==> config.mk <==
export PLATFORM = sky130hd
export DESIGN_NAME = sdp_fifo
export DESIGN_NICKNAME = d
export VERILOG_FILES = /design/src/hw/rtl/sdp_pkg.sv /design/src/hw/rtl/sdp_fifo.sv
export SDC_FILE = /design/constraint.sdc
export NUM_CORES = 1
export LEC_CHECK = 0
export ABC_AREA = 0
export BUFFER_PORTS_ARGS = -buffer_cell sky130_fd_sc_hd__buf_2
export CAP_MARGIN = 0
export CORE_MARGIN = 2
export CORE_UTILIZATION = 28
export CTS_BUF_LIST = sky130_fd_sc_hd__clkbuf_4
export DETAILED_ROUTE_END_ITERATION = 8
export MAX_ROUTING_LAYER = met4
export PLACE_DENSITY = 0.42
export REMOVE_ABC_BUFFERS = 1
export SETUP_SLACK_MARGIN = 0.02
export SYNTH_ARGS = -nofsm -noshare
export SYNTH_HDL_FRONTEND = slang
export SYNTH_SLANG_ARGS = --single-unit
==> constraint.sdc <==
create_clock -name clk -period 2.12 [get_ports clk]
set_input_delay 0.424 -clock clk [delete_from_list [all_inputs] [get_ports clk]]
set_output_delay 0.424 -clock clk [all_outputs]
set_load 0.02 [all_outputs]
==> src/hw/rtl/sdp_pkg.sv <==
// sdp_pkg: shared widths, constants, register indexes and types for the
// sph density / pressure core. Used by every rtl file of the block.
// No dependencies.
package sdp_pkg;

  localparam int POS_WIDTH = 24;
  localparam int POS_FRAC  = 12;

  localparam int DIFF_W = POS_WIDTH + 1;
  localparam int SQ_W   = 2 * POS_WIDTH + 1;
  localparam int SUM_W  = SQ_W + 2;
  localparam int SHL    = (2 * POS_FRAC < 24) ? 24 - 2 * POS_FRAC : 0;
  localparam int SHR    = (2 * POS_FRAC > 24) ? 2 * POS_FRAC - 24 : 0;
  localparam int R2_W   = SUM_W + SHL;

  localparam int CFG_W     = 32;
  localparam int CFG_IDX_W = 8;
  localparam int ACC_W     = 40;
  localparam int DENS_W    = 32;
  localparam int PRES_W    = 48;
  localparam int T2_W      = 40;
  localparam int T3_W      = 48;
  localparam int PP_W      = 56;

  localparam logic [CFG_IDX_W-1:0] REG_RADIUS_SQ        = 8'd0;
  localparam logic [CFG_IDX_W-1:0] REG_KERNEL_COEF      = 8'd1;
  localparam logic [CFG_IDX_W-1:0] REG_INV_REST_DENSITY = 8'd2;
  localparam logic [CFG_IDX_W-1:0] REG_BULK_MODULUS     = 8'd3;

  localparam logic [CFG_W-1:0] RADIUS_SQ_RST        = 32'd16777216;
  localparam logic [CFG_W-1:0] KERNEL_COEF_RST      = 32'd1026740;
  localparam logic [CFG_W-1:0] INV_REST_DENSITY_RST = 32'd4307891;
  localparam logic [CFG_W-1:0] BULK_MODULUS_RST     = 32'd2200000000;

  localparam logic [ACC_W-1:0]  ACC_MAX    = '1;
  localparam logic [DENS_W-1:0] DENS_MAX   = '1;
  localparam logic [DENS_W-1:0] DENS_FLOOR = 32'd6554;
  localparam logic [PRES_W-1:0] PRES_MAX   = '1;
  localparam logic [PRES_W-1:0] PRES_FLOOR = 48'd26;
  localparam logic [PRES_W-1:0] ONE_Q24    = 48'h1000000;

  localparam int FIFO_DEPTH = 4;
  localparam int FIFO_PTR_W = $clog2(FIFO_DEPTH);
  localparam int FIFO_CNT_W = $clog2(FIFO_DEPTH + 1);

  // exponent of the tait law; step 0 is the ratio, steps 1..POW_EXP-1 the powers
  localparam int POW_EXP = 7;
  localparam int STEP_W  = $clog2(POW_EXP + 1);
  localparam logic [STEP_W-1:0] STEP_RATIO = '0;
  localparam logic [STEP_W-1:0] STEP_PRES  = STEP_W'(POW_EXP);

  typedef struct packed {
    logic [CFG_W-1:0] t;
    logic             last;
  } dist_t;

  typedef struct packed {
    logic [ACC_W-1:0] w;
    logic             last;
  } entry_t;

  typedef enum logic [2:0] {
    BK_ACC,
    BK_MUL_LO,
    BK_MUL_HI,
    BK_MUL_SUM,
    BK_OUT
  } back_state_t;

endpackage

==> src/hw/rtl/sdp_fifo.sv <==
// sdp_fifo: short queue of weighted records between the kernel pipeline
// and the accumulator. Depends on sdp_pkg.
module sdp_fifo (
  input  logic             clk,
  input  logic             rst,
  input  logic             push,
  input  sdp_pkg::entry_t  din,
  output logic             full,
  input  logic             pop,
  output sdp_pkg::entry_t  dout,
  output logic             empty
);

  sdp_pkg::entry_t                  mem [sdp_pkg::FIFO_DEPTH];
  logic [sdp_pkg::FIFO_PTR_W-1:0]   wr_ptr, rd_ptr;
  logic [sdp_pkg::FIFO_CNT_W-1:0]   count;

  localparam logic [sdp_pkg::FIFO_PTR_W-1:0] PTR_LAST = sdp_pkg::FIFO_PTR_W'(sdp_pkg::FIFO_DEPTH - 1);
  localparam logic [sdp_pkg::FIFO_CNT_W-1:0] CNT_FULL = sdp_pkg::FIFO_CNT_W'(sdp_pkg::FIFO_DEPTH);

  assign full  = count == CNT_FULL;
  assign empty = count == '0;
  assign dout  = mem[rd_ptr];

  always_ff @(posedge clk) begin
    if (rst) begin
      wr_ptr <= '0;
      rd_ptr <= '0;
      count  <= '0;
    end else begin
      if (push) wr_ptr <= (wr_ptr == PTR_LAST) ? '0 : wr_ptr + 1'b1;
      if (pop)  rd_ptr <= (rd_ptr == PTR_LAST) ? '0 : rd_ptr + 1'b1;
      if (push && !pop)      count <= count + 1'b1;
      else if (pop && !push) count <= count - 1'b1;
    end
  end

  always_ff @(posedge clk) begin
    if (push) mem[wr_ptr] <= din;
  end

endmodule

### Yosys cells after proc, flatten, opt, wreduce, memory -nomap -nowiden

Memory sizes are Yosys's and may differ from the RTL's. A register that Yosys moved wholly into a read port is not among the register bits.
Index checks and enable logic that the tools add are counted.
W data, S select, Z words.

| operators by class | value |
|---|---|
| reductions and logical operators | 6 |
| muxes and demuxes | 8 |
| equality and inequality tests | 3 |
| add/sub/neg operators | 4 |

Operators by type and width:

| cell | count |
|---|---|
| $mux W2 | 4 |
| $mux W3 | 2 |
| $add A2 B1 Y2 const B | 2 |
| $eq A2 B2 Y1 const B | 2 |
| $add A3 B1 Y3 const B | 1 |
| $eq A3 B3 Y1 const B | 1 |
| $logic_not A3 Y1 | 1 |
| $sub A3 B1 Y3 const B | 1 |
| $logic_and A1 B1 Y1 | 2 |
| $logic_not A1 Y1 | 2 |
| $mux W1 | 2 |
| $reduce_bool A2 Y1 | 1 |

| storage, ports and cells | value |
|---|---|
| output and inout port bits | 43 |
| memories kept | 1 |
| word-level logic and storage cells | 25 |
| bits in writable memories | 164 |
| flip-flop bits (word level) | 7 |

Memory list:

| name | depth | bits a word | rd ports | clocked after Yosys merged registers in | wr ports | line | RTL |
|---|---|---|---|---|---|---|---|
| mem | 4 | 41 | 1 | 1 | 1 | sdp_fifo.sv:14 | `sdp_pkg::entry_t mem [sdp_pkg::FIFO_DEPTH];` |

### Depth between registers and ports, before layout

| logic depth | value |
|---|---|
| depth in word-level cells | 4 |
| mapped depth | 7 |
| depth with buffers taken out | 7 |

### Worst setup path after synthesis

Ideal clock, no wire load.

| timing path | value |
|---|---|
| path kind | flip-flop to flip-flop |
| from | register wr_ptr[0] (netlist bit) |
| to | memory mem[3][0] (netlist bit) (enable) |
| required time | 1.718 ns |
| path slack | 0.177 ns |
| stages on the path, launching flop included | 3 |
| arrival | 1.541 ns |
| clock period less this slack | 1.943 ns |
| library setup time | 0.402 ns |
| path through | dfxtp_1 ha_1 and2_1 |

RTL lines:

| item | line | RTL |
|---|---|---|
| start: declaration | sdp_fifo.sv:15 | `logic [sdp_pkg::FIFO_PTR_W-1:0] wr_ptr, rd_ptr;` |
| start signal: assignment | sdp_fifo.sv:31 | `if (push) wr_ptr <= (wr_ptr == PTR_LAST) ? '0 : wr_ptr + 1'b1;` |
| end: declaration | sdp_fifo.sv:14 |  |

Straight into the memory's write port.

==> flow_metrics.env <==
export IMPL_status="finished, violations left"
export IMPL_violations="setup timing"
export IMPL_clock_path_buffers=2
export IMPL_die_w_um=155
export IMPL_p_per_area_nw_per_um2=848
export IMPL_use_met2=0.188
export IMPL_synth_edf_count=164
export IMPL_multi_input_area_um2=1170
export IMPL_synthArstFlopShare=0
export IMPL_clk_latency_ns=0.54
export IMPL_wl_per_cell_um=19.6
export IMPL_port_buffers=87
export IMPL_rr_worst_depth=3
export IMPL_switching_power_uw=1630
export IMPL_postRouteAntennaNets=0
export IMPL_die_area_um2=24100
export IMPL_globalRoute_busiestLayer="met2"
export IMPL_maxSlewViolCount=0
export IMPL_cts_root_buffer="clkbuf_4"
export IMPL_slew_headroom=0.805
export IMPL_r2r_start="wr_ptr[0]"
export IMPL_start_util=0.284
export IMPL_rsz0062_at_grt="yes"
export IMPL_yosys_area_top_type_share=0.769
export IMPL_grt_max_degree=30
export IMPL_htreeDepth=4
export IMPL_syn_area_um2=6410
export IMPL_ys_ff_latch=173
export IMPL_hold_path_depth=1
export IMPL_clkTransAtPathRegs_ns=0.15
export IMPL_critPathMaxFanout=5
export IMPL_antenna_found_initial=3
export IMPL_grt_pass1_wl_um=20500
export IMPL_synth_common_cells="edfxtp_1, mux4_2, dfxtp_1, nor2_1, ha_1"
export IMPL_cp_arrival_ns=1.93
export IMPL_synth_seq_area_share=0.797
export IMPL_synth_area_leader_cell="edfxtp_1"
export IMPL_first_pass_iters=4
export IMPL_nFillCells=2146
export IMPL_viasPerCell=4.40
export IMPL_dpl_hpwl_um=7910
export IMPL_use_met1=0.154
export IMPL_fin_util=0.352
export IMPL_cp_data_required_time_ns=1.70
export IMPL_fin_worst_skew_ns=0.0326
export IMPL_tightest_slew_ns=0.293
export IMPL_setup_viol=41
export IMPL_fmax_mhz=424
export IMPL_syn_area_per_cell_um2=24.7
export IMPL_rows=55
export IMPL_setup_slack_ns=-0.238
export IMPL_drtIter0Drc=165
export IMPL_ys_flop_type="edfxtp_1"
export IMPL_final_period_utilization=1.11
export IMPL_final_nets=429
export IMPL_cts_buffers=17
export IMPL_hp_start="din[9]"
export IMPL_drc=0
export IMPL_cts_tree="yes"
export IMPL_boundaryPins=88
export IMPL_fin_setup_tns_ns=-7.70
export IMPL_grt_use_total=0.122
export IMPL_sw_frac_of_total=0.242
export IMPL_vias=2981
export IMPL_vdd_ir_drop_max_mv=0.293
export IMPL_p_comb_frac=0.145
export IMPL_place_congestion=0.680
export IMPL_final_cells=677
export IMPL_cts_sinks=173
export IMPL_pre_cts_ws_ns=0.206
export IMPL_syn2layout_area_growth_pct=24.2
export IMPL_grt_pass1_vias=3326
export IMPL_critPathKind="flop to primary output"
export IMPL_synth_most_common_cell="edfxtp_1"
export IMPL_end_kind="primary output"
export IMPL_dpl_cell_count=633
export IMPL_p_leak_uw=0.00269
export IMPL_power_frac_clock=0.270
export IMPL_p_int_uw=5120
export IMPL_coreArea_um2=22600
export IMPL_p_total_uw=6750
export IMPL_die_y_um=155
export IMPL_drive_gt1_frac=0.476
export IMPL_power_frac_seq=0.585
export IMPL_hold_class="input pin to flop"
export IMPL_final_hold_viol_count=0
export IMPL_grtUsageMet3=0.0432
export IMPL_start_kind="flop"
export IMPL_period_needed_ns=2.36
export IMPL_maxCapViolations=0
export IMPL_grt_ovfl_total=0
export IMPL_ys_top_cells_by_area="edfxtp_1, mux4_2, dfxtp_1"
export IMPL_regArea_um2=5110
export IMPL_syn_inst=259
export IMPL_finalWirelength_um=13300
export IMPL_synth_cell_types=20
export IMPL_synth_warnings=0
## through the flow
step | hold slack [ns] | cell area, um2
2_1_floorplan | 0.460 | 6290
3_3_place_gp | 0.494 | 7270
3_5_place_dp | 0.503 | 7270
4_1_cts | 0.0114 | 7980
5_1_grt | 0.0122 | 7960
6_report | 0.0918 | 7960
## what timing repair did
action	4_1_cts	5_1_grt
hold buffers	0	0
resized for setup	84	0
buffers inserted	8	0
gates cloned	4	0
hold endpoints to repair	0	0
setup endpoints to repair	41	41
## cell families after synthesis
logic type,Yosys count,synth area share
AOI/OAI and AO/OA,3,0.00234
and+or+nand+nor,15,0.0121
adders and majority gates,7,0.0148
buffers and inverters,14,0.0203
xor gates and xnor gates,2,0.00273
DFF,173,0.797
muxes,45,0.151
## placed cells by master (no fill, tap or decap)
cell and instances:
a21oi_1 2, and2_2 4, buf_12 9, buf_16 3
buf_2 49, buf_4 7, buf_6 41, bufinv_16 2
clkbuf_4 20, clkinv_1 2, clkinv_2 2, clkinv_4 3
clkinvlp_4 1, dfxtp_1 7, dfxtp_2 1, dfxtp_4 1
diode_2 3, edfxtp_1 164, fa_1 1, ha_1 6
inv_1 4, inv_6 1, mux2i_1 4, mux4_2 41
nor2_1 7, nor3_1 1, nor3b_1 2, o21ai_0 1
or3_1 1, xor2_1 2
## sequential cells by signal, summed over array words and instances, names as in the netlist, named ones only
| name | cells |
|---|---|
| wr_ptr | 2 |
| count | 3 |
| mem | 164 |
| rd_ptr | 2 |
## routing by layer
layer	routed length [um]	share of wire
met4	113	0.0085
met1	6060	0.46
met2	6470	0.49
met5	0	0
met3	611	0.046
## path summary, 6_finish.rpt
kind / endpoint / slack [ns]
hold / removal: mem[0][9] / 0.09
setup / recovery: dout[13] / -0.24
setup reg to reg: mem[3][22] / 0.57
hold reg to reg: count[2] / 0.52
## layout make-up
| type | instances | share of cell area |
|---|---|---|
| Antenna cell | 3 | 0.000944 |
| Clock buffer | 20 | 0.0189 |
| Clock inverter | 11 | 0.0151 |
| Inverter | 4 | 0.00189 |
| Multi-Input combinational cell | 72 | 0.148 |
| Sequential cell | 173 | 0.642 |
| Tap cell | 285 | 0.0448 |
| Timing Repair Buffer | 109 | 0.128 |
## worst max-delay path, cell delays in order (launching register included)
cell and delay [ns]:
dfxtp_4 0.42, buf_6 0.14, buf_12 0.13, mux4_2 0.54, buf_6 0.16
## power groups by stage
stage | Sequential, uW | Combinational, uW | Clock, uW
finish | 3950 | 980 | 1820
CTS | 3950 | 1020 | 1920
global placement | 4030 | 796 | 0
floorplan | 4060 | 430 | 0
global route | 3970 | 1060 | 2060
detailed placement | 4040 | 802 | 0
Power figures use the tool's default switching activity.
