===== src/hw/rtl/sdp_pkg.sv =====
// sdp_pkg: shared widths, constants, register indexes and types for the
// sph density / pressure core. Used by every rtl file of the block.
// No dependencies.
package sdp_pkg;

  localparam int POS_WIDTH = 24;
  localparam int POS_FRAC  = 12;

  localparam int DIFF_W = POS_WIDTH + 1;
  localparam int SQ_W   = 2 * POS_WIDTH + 1;
  localparam int SUM_W  = SQ_W + 2;
  localparam int SHL    = (2 * POS_FRAC < 24) ? 24 - 2 * POS_FRAC : 0;
  localparam int SHR    = (2 * POS_FRAC > 24) ? 2 * POS_FRAC - 24 : 0;
  localparam int R2_W   = SUM_W + SHL;

  localparam int CFG_W     = 32;
  localparam int CFG_IDX_W = 8;
  localparam int ACC_W     = 40;
  localparam int DENS_W    = 32;
  localparam int PRES_W    = 48;
  localparam int T2_W      = 40;
  localparam int T3_W      = 48;
  localparam int PP_W      = 56;

  localparam logic [CFG_IDX_W-1:0] REG_RADIUS_SQ        = 8'd0;
  localparam logic [CFG_IDX_W-1:0] REG_KERNEL_COEF      = 8'd1;
  localparam logic [CFG_IDX_W-1:0] REG_INV_REST_DENSITY = 8'd2;
  localparam logic [CFG_IDX_W-1:0] REG_BULK_MODULUS     = 8'd3;

  localparam logic [CFG_W-1:0] RADIUS_SQ_RST        = 32'd16777216;
  localparam logic [CFG_W-1:0] KERNEL_COEF_RST      = 32'd1026740;
  localparam logic [CFG_W-1:0] INV_REST_DENSITY_RST = 32'd4307891;
  localparam logic [CFG_W-1:0] BULK_MODULUS_RST     = 32'd2200000000;

  localparam logic [ACC_W-1:0]  ACC_MAX    = '1;
  localparam logic [DENS_W-1:0] DENS_MAX   = '1;
  localparam logic [DENS_W-1:0] DENS_FLOOR = 32'd6554;
  localparam logic [PRES_W-1:0] PRES_MAX   = '1;
  localparam logic [PRES_W-1:0] PRES_FLOOR = 48'd26;
  localparam logic [PRES_W-1:0] ONE_Q24    = 48'h1000000;

  localparam int FIFO_DEPTH = 4;
  localparam int FIFO_PTR_W = $clog2(FIFO_DEPTH);
  localparam int FIFO_CNT_W = $clog2(FIFO_DEPTH + 1);

  // exponent of the tait law; step 0 is the ratio, steps 1..POW_EXP-1 the powers
  localparam int POW_EXP = 7;
  localparam int STEP_W  = $clog2(POW_EXP + 1);
  localparam logic [STEP_W-1:0] STEP_RATIO = '0;
  localparam logic [STEP_W-1:0] STEP_PRES  = STEP_W'(POW_EXP);

  typedef struct packed {
    logic [CFG_W-1:0] t;
    logic             last;
  } dist_t;

  typedef struct packed {
    logic [ACC_W-1:0] w;
    logic             last;
  } entry_t;

  typedef enum logic [2:0] {
    BK_ACC,
    BK_MUL_LO,
    BK_MUL_HI,
    BK_MUL_SUM,
    BK_OUT
  } back_state_t;

endpackage


===== src/hw/rtl/sdp_ifs.sv =====


interface sdp_res_if;
  logic                          valid;
  logic                          ready;
  logic [sdp_pkg::DENS_W-1:0]    density;
  logic [sdp_pkg::PRES_W-1:0]    pressure;

  modport source (output valid, density, pressure, input ready);
  modport sink (input valid, density, pressure, output ready);
endinterface



===== src/hw/rtl/sdp_back.sv =====
// sdp_back: density accumulator and the pressure sequencer, one shared
// 24x32 multiplier for ratio, seventh power and stiffness, result register.
// Depends on sdp_pkg and sdp_ifs.
module sdp_back (
  input  logic                        clk,
  input  logic                        rst,
  input  sdp_pkg::entry_t             head,
  input  logic                        empty,
  output logic                        pop,
  input  logic [sdp_pkg::CFG_W-1:0]   inv_rest_density,
  input  logic [sdp_pkg::CFG_W-1:0]   bulk_modulus,
  sdp_res_if.source                   res
);

  sdp_pkg::back_state_t           state, state_next;
  logic [sdp_pkg::STEP_W-1:0]     step, step_after;
  logic [sdp_pkg::ACC_W-1:0]      acc, acc_next;
  logic [sdp_pkg::ACC_W:0]        acc_sum;
  logic [sdp_pkg::CFG_W-1:0]      q;
  logic [sdp_pkg::PRES_W-1:0]     p, pres;
  logic [sdp_pkg::PP_W-1:0]       pl, ph;
  logic [79:0]                    prod;
  logic [sdp_pkg::PP_W-1:0]       prod_q24;
  logic [63:0]                    prod_q16;
  logic                           q_big;
  logic [sdp_pkg::PRES_W-1:0]     op_a;
  logic [sdp_pkg::CFG_W-1:0]      op_b;
  logic                           out_load, skip_pres;
  logic                           res_valid;
  logic [sdp_pkg::DENS_W-1:0]     dens_sat;

  assign acc_sum  = {1'b0, acc} + {1'b0, head.w};
  assign acc_next = acc_sum[sdp_pkg::ACC_W] ? sdp_pkg::ACC_MAX : acc_sum[sdp_pkg::ACC_W-1:0];

  assign prod     = {ph, 24'b0} + 80'(pl);
  assign prod_q24 = prod[79:24];
  assign prod_q16 = prod[79:16];
  assign q_big    = prod_q24[sdp_pkg::PP_W-1:sdp_pkg::CFG_W] != '0;
  assign dens_sat = (acc > sdp_pkg::ACC_W'(sdp_pkg::DENS_MAX)) ? sdp_pkg::DENS_MAX
                                                              : acc[sdp_pkg::DENS_W-1:0];

  // outputs of the sequencer
  always_comb begin
    pop       = (state == sdp_pkg::BK_ACC) && !empty;
    out_load  = (state == sdp_pkg::BK_OUT) && (!res_valid || res.ready);
    skip_pres = (state == sdp_pkg::BK_MUL_LO) && (step == sdp_pkg::STEP_PRES) &&
                (p <= sdp_pkg::ONE_Q24);
    priority if (step == sdp_pkg::STEP_RATIO) begin
      op_a = sdp_pkg::PRES_W'(acc);
      op_b = inv_rest_density;
    end else if (step == sdp_pkg::STEP_PRES) begin
      op_a = p - sdp_pkg::ONE_Q24;
      op_b = bulk_modulus;
    end else begin
      op_a = p;
      op_b = q;
    end
    step_after = (step == sdp_pkg::STEP_RATIO && q_big) ? sdp_pkg::STEP_PRES
                                                        : step + sdp_pkg::STEP_W'(1);
  end

  always_comb begin
    state_next = state;
    unique case (state)
      sdp_pkg::BK_ACC:     if (pop && head.last) state_next = sdp_pkg::BK_MUL_LO;
      sdp_pkg::BK_MUL_LO:  state_next = skip_pres ? sdp_pkg::BK_OUT : sdp_pkg::BK_MUL_HI;
      sdp_pkg::BK_MUL_HI:  state_next = sdp_pkg::BK_MUL_SUM;
      sdp_pkg::BK_MUL_SUM: state_next = (step == sdp_pkg::STEP_PRES) ? sdp_pkg::BK_OUT
                                                                     : sdp_pkg::BK_MUL_LO;
      sdp_pkg::BK_OUT:     if (out_load) state_next = sdp_pkg::BK_ACC;
      default:             state_next = sdp_pkg::BK_ACC;
    endcase
  end

  always_ff @(posedge clk) begin
    if (rst) begin
      state     <= sdp_pkg::BK_ACC;
      step      <= sdp_pkg::STEP_RATIO;
      acc       <= '0;
      res_valid <= 1'b0;
    end else begin
      state <= state_next;
      if (pop) acc <= acc_next;
      if (out_load) acc <= '0;
      if (pop && head.last) step <= sdp_pkg::STEP_RATIO;
      if (state == sdp_pkg::BK_MUL_SUM) step <= step_after;
      if (out_load) res_valid <= 1'b1;
      else if (res.ready) res_valid <= 1'b0;
    end
  end

  always_ff @(posedge clk) begin
    if (state == sdp_pkg::BK_MUL_LO) pl <= op_a[23:0] * op_b;
    if (state == sdp_pkg::BK_MUL_HI) ph <= op_a[47:24] * op_b;
    if (skip_pres) pres <= '0;
    if (state == sdp_pkg::BK_MUL_SUM) begin
      if (step == sdp_pkg::STEP_RATIO) begin
        q <= prod_q24[sdp_pkg::CFG_W-1:0];
        p <= q_big ? sdp_pkg::PRES_MAX : prod_q24[sdp_pkg::PRES_W-1:0];
      end else if (step == sdp_pkg::STEP_PRES) begin
        pres <= (prod_q16 > 64'(sdp_pkg::PRES_MAX)) ? sdp_pkg::PRES_MAX
                                                    : prod_q16[sdp_pkg::PRES_W-1:0];
      end else begin
        p <= (prod_q24 > sdp_pkg::PP_W'(sdp_pkg::PRES_MAX)) ? sdp_pkg::PRES_MAX
                                                           : prod_q24[sdp_pkg::PRES_W-1:0];
      end
    end
    if (out_load) begin
      res.density  <= (dens_sat < sdp_pkg::DENS_FLOOR) ? sdp_pkg::DENS_FLOOR : dens_sat;
      res.pressure <= (pres < sdp_pkg::PRES_FLOOR) ? sdp_pkg::PRES_FLOOR : pres;
    end
  end

  assign res.valid = res_valid;

endmodule


===== src/flat_wrapper.sv =====
// flat-port wrapper written by rule: the top's interface ports become plain ports
module sdp_back_flat 
  (clk, rst, head, empty, pop, inv_rest_density, bulk_modulus, res_valid, res_density, res_pressure, res_ready);
  sdp_res_if res_i ();
  input  logic clk;
  input  logic rst;
  input  sdp_pkg::entry_t head;
  input  logic empty;
  output logic pop;
  input  logic [sdp_pkg::CFG_W-1:0] inv_rest_density;
  input  logic [sdp_pkg::CFG_W-1:0] bulk_modulus;
  output wire logic [$bits(res_i.valid)-1:0] res_valid;
  output wire logic [$bits(res_i.density)-1:0] res_density;
  output wire logic [$bits(res_i.pressure)-1:0] res_pressure;
  input wire logic [$bits(res_i.ready)-1:0] res_ready;
  assign res_valid = res_i.valid;
  assign res_density = res_i.density;
  assign res_pressure = res_i.pressure;
  assign res_i.ready = res_ready;
  sdp_back u_core (.clk(clk), .rst(rst), .head(head), .empty(empty), .pop(pop), .inv_rest_density(inv_rest_density), .bulk_modulus(bulk_modulus), .res(res_i));
endmodule

===== config.mk =====
export PLATFORM = sky130hd
export DESIGN_NAME = sdp_back_flat
export DESIGN_NICKNAME = d
export VERILOG_FILES = /design/src/hw/rtl/sdp_pkg.sv /design/src/hw/rtl/sdp_ifs.sv /design/src/hw/rtl/sdp_back.sv /design/src/flat_wrapper.sv
export SDC_FILE = /design/constraint.sdc
export NUM_CORES = 2
export LEC_CHECK = 0
export BUFFER_PORTS_ARGS = -buffer_cell sky130_fd_sc_hd__buf_2
export CORE_ASPECT_RATIO = 1.2
export CORE_UTILIZATION = 45
export CTS_CLUSTER_SIZE = 25
export DETAILED_ROUTE_END_ITERATION = 8
export PLACE_DENSITY = 0.7
export RECOVER_POWER = 50
export SETUP_SLACK_MARGIN = 0.15
export SLEW_MARGIN = 20
export SYNTH_ARGS = -nofsm -noshare
export SYNTH_HDL_FRONTEND = slang
export SYNTH_SLANG_ARGS = --single-unit

===== constraint.sdc =====
create_clock -name clk -period 13.7 [get_ports clk]
set_input_delay 0.685 -clock clk [delete_from_list [all_inputs] [get_ports clk]]
set_output_delay 0.685 -clock clk [all_outputs]
set_load 0.1 [all_outputs]

# Yosys cells after proc, flatten, opt, wreduce, memory -nomap -nowiden
# Index checks and enable logic that the tools add are counted.
# classes
reduce_logical,18
n_eq_ne,8
n_addsub,4
mul,2
mux,25
magnitude_cmp,6
# ops
cell,count
two-way mux 48 bit,11
multiplier 24 x 32 -> 56 bit,2
two-way mux 32 bit,3
adder 80 x 56 -> 80 bit,1
greater-than comparator 64 x 48 -> 1 bit (second input constant),1
greater-than comparator 56 x 48 -> 1 bit (second input constant),1
<= comparator 48 x 25 -> 1 bit (second input constant),1
less-than comparator 48 x 5 -> 1 bit (second input constant),1
subtractor 48 x 25 -> 48 bit (second input constant),1
adder 40 x 40 -> 41 bit,1
greater-than comparator 40 x 32 -> 1 bit (second input constant),1
two-way mux 40 bit,1
less-than comparator 32 x 13 -> 1 bit (second input constant),1
nonzero test 24 bit,1
two-way mux 3 bit,7
case mux 3 bit (5 select lines),1
equality test 3 x 2 -> 1 bit (second input constant),2
equality test 3 bit (second input constant),2
logical AND 1 bit,6
logical NOT 3 bit,2
AND reduction 2 bit,3
inequality test 2 bit (second input constant),2
nonzero test 2 bit,2
adder 3 x 1 -> 3 bit (second input constant),1
other kinds (6),8
# totals
ff_bits,367
elab_cells,74
in_bits,109
out_inout_bits,82

# Longest topological paths before layout
# logic_depth
depth_word,7
mapped_depth,41
ltp_nobuf,38

# Least setup slack after synthesis
# OpenSTA, ideal clock, no wires.
# synth_path
path_kind,register to register
startpoint,reg u_core.step[0] (netlist bit)
endpoint,"reg u_core.ph[55] (netlist bit), data pin"
t_arrival_ps,8649
required_time_ps,13432
setup_time_ps,268
path_stages_with_launch,35
period_less_slack_ps,8917
path_buffers,5
setup_slack_ps,4783
path_cell_list,dfxtp_1 -> ha_1 -> ha_1 -> buf_4 -> buf_1 -> clkbuf_1 -> mux2i_1 -> nand2_1 -> o21ai_1 -> clkbuf_1 -> nor2_1 -> fa_1 -> inv_1 -> fa_1 -> fa_1 -> inv_1 -> fa_1 -> fa_1 -> fa_1 -> inv_1 -> fa_1 -> inv_1 -> ha_1 -> clkbuf_1 -> a21oi_1 -> o221ai_1 -> a21oi_1 -> nand2_1 -> o31ai_1 -> o221ai_1 -> a2111oi_0 -> or3b_2 -> nand3_1 -> o41ai_1 -> xnor2_1
# synth_via
elab_chain_len,4
elab_cells_between_ends,7
classes_between,mul (1); eq/ne (1); mux (4); reduce/logical (1)
# synth_lines
item,line,rtl
start: declaration,sdp_back.sv:16,"logic [sdp_pkg::STEP_W-1:0] step, step_after;"
start signal: assignment,sdp_back.sv:78,step <= sdp_pkg::STEP_RATIO;
start signal: assignment,sdp_back.sv:85,if (pop && head.last) step <= sdp_pkg::STEP_RATIO;
start signal: assignment,sdp_back.sv:86,if (state == sdp_pkg::BK_MUL_SUM) step <= step_after;
equality test 3 bit,sdp_back.sv:51,end else if (step == sdp_pkg::STEP_PRES) begin
two-way mux 48 bit or two-way mux 32 bit (tied branches),sdp_back.sv:51,
two-way mux 48 bit or two-way mux 32 bit (tied branches),sdp_back.sv:48,priority if (step == sdp_pkg::STEP_RATIO) begin
multiplier 24 x 32 -> 56 bit *,sdp_back.sv:94,if (state == sdp_pkg::BK_MUL_HI) ph <= op_a[47:24] * op_b;
end signal: assignment,sdp_back.sv:94,
end: declaration,sdp_back.sv:21,"logic [sdp_pkg::PP_W-1:0] pl, ph;"
# Every way passes the cells marked *; elsewhere a longest branch is shown, timed or not.
# A chain may end at the register's enable or synchronous reset.

# Worst setup path in the final report
# layout_path
startpoint,reg u_core.step[0] (netlist bit)
endpoint,"reg u_core.ph[54] (netlist bit), data pin"
# Same word-level chain as after synthesis.

==> flow_summary.ini <==
[clock_tree]
clk_pin_slew_ps = 60
clk_path_buf_depth = 3
cts.hold.buffers_added = 0
cts_root_buffer = sky130_fd_sc_hd__clkbuf_16
cts_resized = 0
cts_made_buffers = 41
h_tree_levels = 2
clk_sinks = 351
post_cts_buffers = 0
clock_latency_at_the_later_pin_of_the_worst_skew_pair_ps = 600
tritoncts = built

[floorplan]
placementRows = 152
die_height_um = 418
die_area_sq_um = 146000
io_pins = 191
die_w_um = 349
start_util = 0.454
floorplan.core_area_sq_um = 143000

[setup_path]
ff2ff_setup_slack_ps = 2410
critical_path_required_ps = 14040
timing.critical_path.slowest_cell_delay_ps = 920
cp-end-kind = flip-flop
critical-path-top-cell-by-count = sky130_fd_sc_hd__fa_1
slowest_stage = sky130_fd_sc_hd__a21o_1
timing.critical_path.arrival_ps = 11630
critPathBufInv = 4
crit_fanout = 21
critical_path.top_delay_family = adder cells
critical_path_class = flip-flop to flip-flop
critPathLaunchType = flip-flop

[synthesis]
yosys_warnings = 0
synth.top_cell.area_share = 0.406
synth_area_sq_um = 64900
async_set_or_reset_flop_fraction_in_the_synthesized_netlist = 0
post_synth_inst_count = 7183
register_bit_total_from_synthesis = 351
synth_most_common_cell = sky130_fd_sc_hd__inv_1
synth-seq-area-share = 0.148
ys.flop_type = sky130_fd_sc_hd__edfxtp_1
synth_top_area_cell = sky130_fd_sc_hd__fa_1
ys_top_cells_by_area = sky130_fd_sc_hd__fa_1, sky130_fd_sc_hd__edfxtp_1, sky130_fd_sc_hd__ha_1
synth_cell_type_count = 81
syn-mean-instance-area_sq_um = 9.03
synth-edff-count = 256
synthesis.nets = 9046
synth.top_cells.by_count = sky130_fd_sc_hd__inv_1, sky130_fd_sc_hd__fa_1, sky130_fd_sc_hd__nand2_1, sky130_fd_sc_hd__nor2_1, sky130_fd_sc_hd__ha_1

[final_layout]
instances_no_fill = 9142
multi_input_area_sq_um = 49000
drive_gt1_frac = 0.0616
layout-area-overhead-vs-synth_pct = 7.25
finalNetCount = 9040
stdcell_area_sq_um = 69600
final.fill_count = 13600
final-seq-area_sq_um = 9590

[grt]
grt.overflow.total = 0
largest_net_degree_at_the_start_of_global_routing = 82
grt_antenna_before_repair = 9
via_count_of_the_first_global_routing_pass = 55800
grt_first_pass_wirelength_mm = 341
globalRouteTotalUtil = 0.317

[timing]
grt_setup_unrepaired = no
layout_min_cycle_time_ps = 11290
final.setup_skew_ps = 24.7
slew_worst_pin_ps = 3640
sum_of_negative_setup_slack_ps = 0
worst_slew_margin_rel = -1.43
final-hold-violation-count = 0
maxSlewViolCount = 228
postLayoutSetupSlackWorst_ps = 2410
fmax_ghz = 0.0886
layout_worst_path_cycle_share = 0.824
finalSetupViolations = 0

[run_status]
failed_checks = capacitance limit, slew limit
result_of_the_run = complete, but fails checks

[drt]
detailedRoute.firstPassIterationCount = 6
via_count = 52500
drc = 0
drt_iter0_drc = 4750
routed_via_density = 5.74
detail_route.wl_per_cell_um = 24.8
detailroute.wirelength.met2_mm = 101
route.layer.met1.wl_mm = 78.0
postRouteAntennaNets = 0
routed-wl-met3_mm = 23.7
top_signal_layer_used = met5
detail_route.wirelength_mm = 226

[placed_design]
placed_cells = 9057
preCtsSetupSlack_ps = 2710
placement.cell_area_sq_um = 68200
detailed_place_hpwl_mm = 179
count_of_buffers_from_port_buffering = 190
finalWeightedCongestion = 1.02

[min_path]
hold_path.class = input pin to flip-flop

[run]
drv.max_cap_violation_count = 5
[through the flow]
stage	hold slack, ps	util
2_1_floorplan	459	-
4_1_cts	370	0.487
3_3_place_gp	446	0.477
6_report	388	0.486
3_5_place_dp	442	0.477
5_1_grt	392	0.486
[final timing paths]
check | from | end | depth (start not counted)
max | u_core.step[0]$_SDFFE_PP0P_ | u_core.ph[54]$_DFFE_PP_ | 32
min reg2reg | u_core.pres[38]$_DFF_P_ | u_core.res.pressure[38]$_SDFFCE_PN0P_ | 0
min | rst | u_core.state[2]$_SDFFE_PP0P_ | 2
max reg2reg | u_core.step[0]$_SDFFE_PP0P_ | u_core.ph[54]$_DFFE_PP_ | 32
[flip-flops by register name, summed over array words and instances (netlist names)]
signal and cells:
u_core.ph 56, u_core.p 48, u_core.pres 48, u_core.res.pressure 48, u_core.acc 40, u_core.pl 40, u_core.q 32, u_core.res.density 32
u_core.state 3, u_core.step 3, u_core.res.valid 1
[layout make-up]
class | count | share of cell area
multi-input cells | 5069 | 0.704
flip-flops and latches | 351 | 0.138
inverters | 1377 | 0.0743
well taps | 1925 | 0.0346
repair buffers | 337 | 0.0281
clock buffers | 59 | 0.0172
clock inverters | 17 | 0.00385
diodes | 7 | 0.000252
[worst register-to-register path: cells and delay by family (launching register included)]
family                   cells  cell delay, ps
AO/OA/AOI/OAI                7            3330
XOR/XNOR                     2             190
adder cells (fa/ha/maj)     10            4550
buffers and inverters        4             640
flip-flops                   1             380
AND/OR/NAND/NOR              9            1960
[cells in the final DEF, fill, tap and decap left out, types with 8 or more instances in the layout]
cell type and instances:
sky130_fd_sc_hd__inv_1 1377, sky130_fd_sc_hd__fa_1 1317, sky130_fd_sc_hd__nand2_1 1148, sky130_fd_sc_hd__nor2_1 679, sky130_fd_sc_hd__ha_1 436, sky130_fd_sc_hd__a21oi_1 315, sky130_fd_sc_hd__edfxtp_1 256, sky130_fd_sc_hd__buf_4 141
sky130_fd_sc_hd__a21o_1 129, sky130_fd_sc_hd__xnor2_1 128, sky130_fd_sc_hd__o21ai_0 115, sky130_fd_sc_hd__buf_2 109, sky130_fd_sc_hd__clkbuf_1 96, sky130_fd_sc_hd__dfxtp_1 95, sky130_fd_sc_hd__xor2_1 76, sky130_fd_sc_hd__nor3_1 75
sky130_fd_sc_hd__nand3_1 63, sky130_fd_sc_hd__nand2b_1 44, sky130_fd_sc_hd__mux2i_1 43, sky130_fd_sc_hd__clkbuf_16 43, sky130_fd_sc_hd__and2_1 41, sky130_fd_sc_hd__o21a_1 39, sky130_fd_sc_hd__or2_2 37, sky130_fd_sc_hd__nand4_1 30
sky130_fd_sc_hd__nor4_1 29, sky130_fd_sc_hd__o21bai_1 25, sky130_fd_sc_hd__and3_1 23, sky130_fd_sc_hd__a211oi_1 21, sky130_fd_sc_hd__a31oi_1 19, sky130_fd_sc_hd__nor2b_1 18, sky130_fd_sc_hd__or4_1 13, sky130_fd_sc_hd__a21oi_2 13
sky130_fd_sc_hd__mux2_2 12, sky130_fd_sc_hd__or3_1 10, sky130_fd_sc_hd__o21ai_2 8, sky130_fd_sc_hd__o21ai_1 8
[logic make-up (layout without fill, tap and decap cells)]
kind of cell    after synthesis  in the layout  share of synthesized area
compound gates              793            793                     0.0757
xor+xnor                    206            206                     0.0278
fa+ha+maj                  1754           1754                      0.491
buf+inv                    1763           1790                      0.103
flops                       351            351                      0.148
mux                          64             64                     0.0102
other cells                   0              7                          0
simple gates               2252           2252                      0.145
[routing by layer]
metal | GRT usage | up-vias
met1 | 0.375 | 26600
met4 | 0.254 | 10
li1 | - | 22000
met2 | 0.498 | 2967
met3 | 0.0694 | 903
met5 | 0 | -
Power is not shown: default switching activity piles up to over one toggle a cycle in this logic, so the estimate is an artifact.
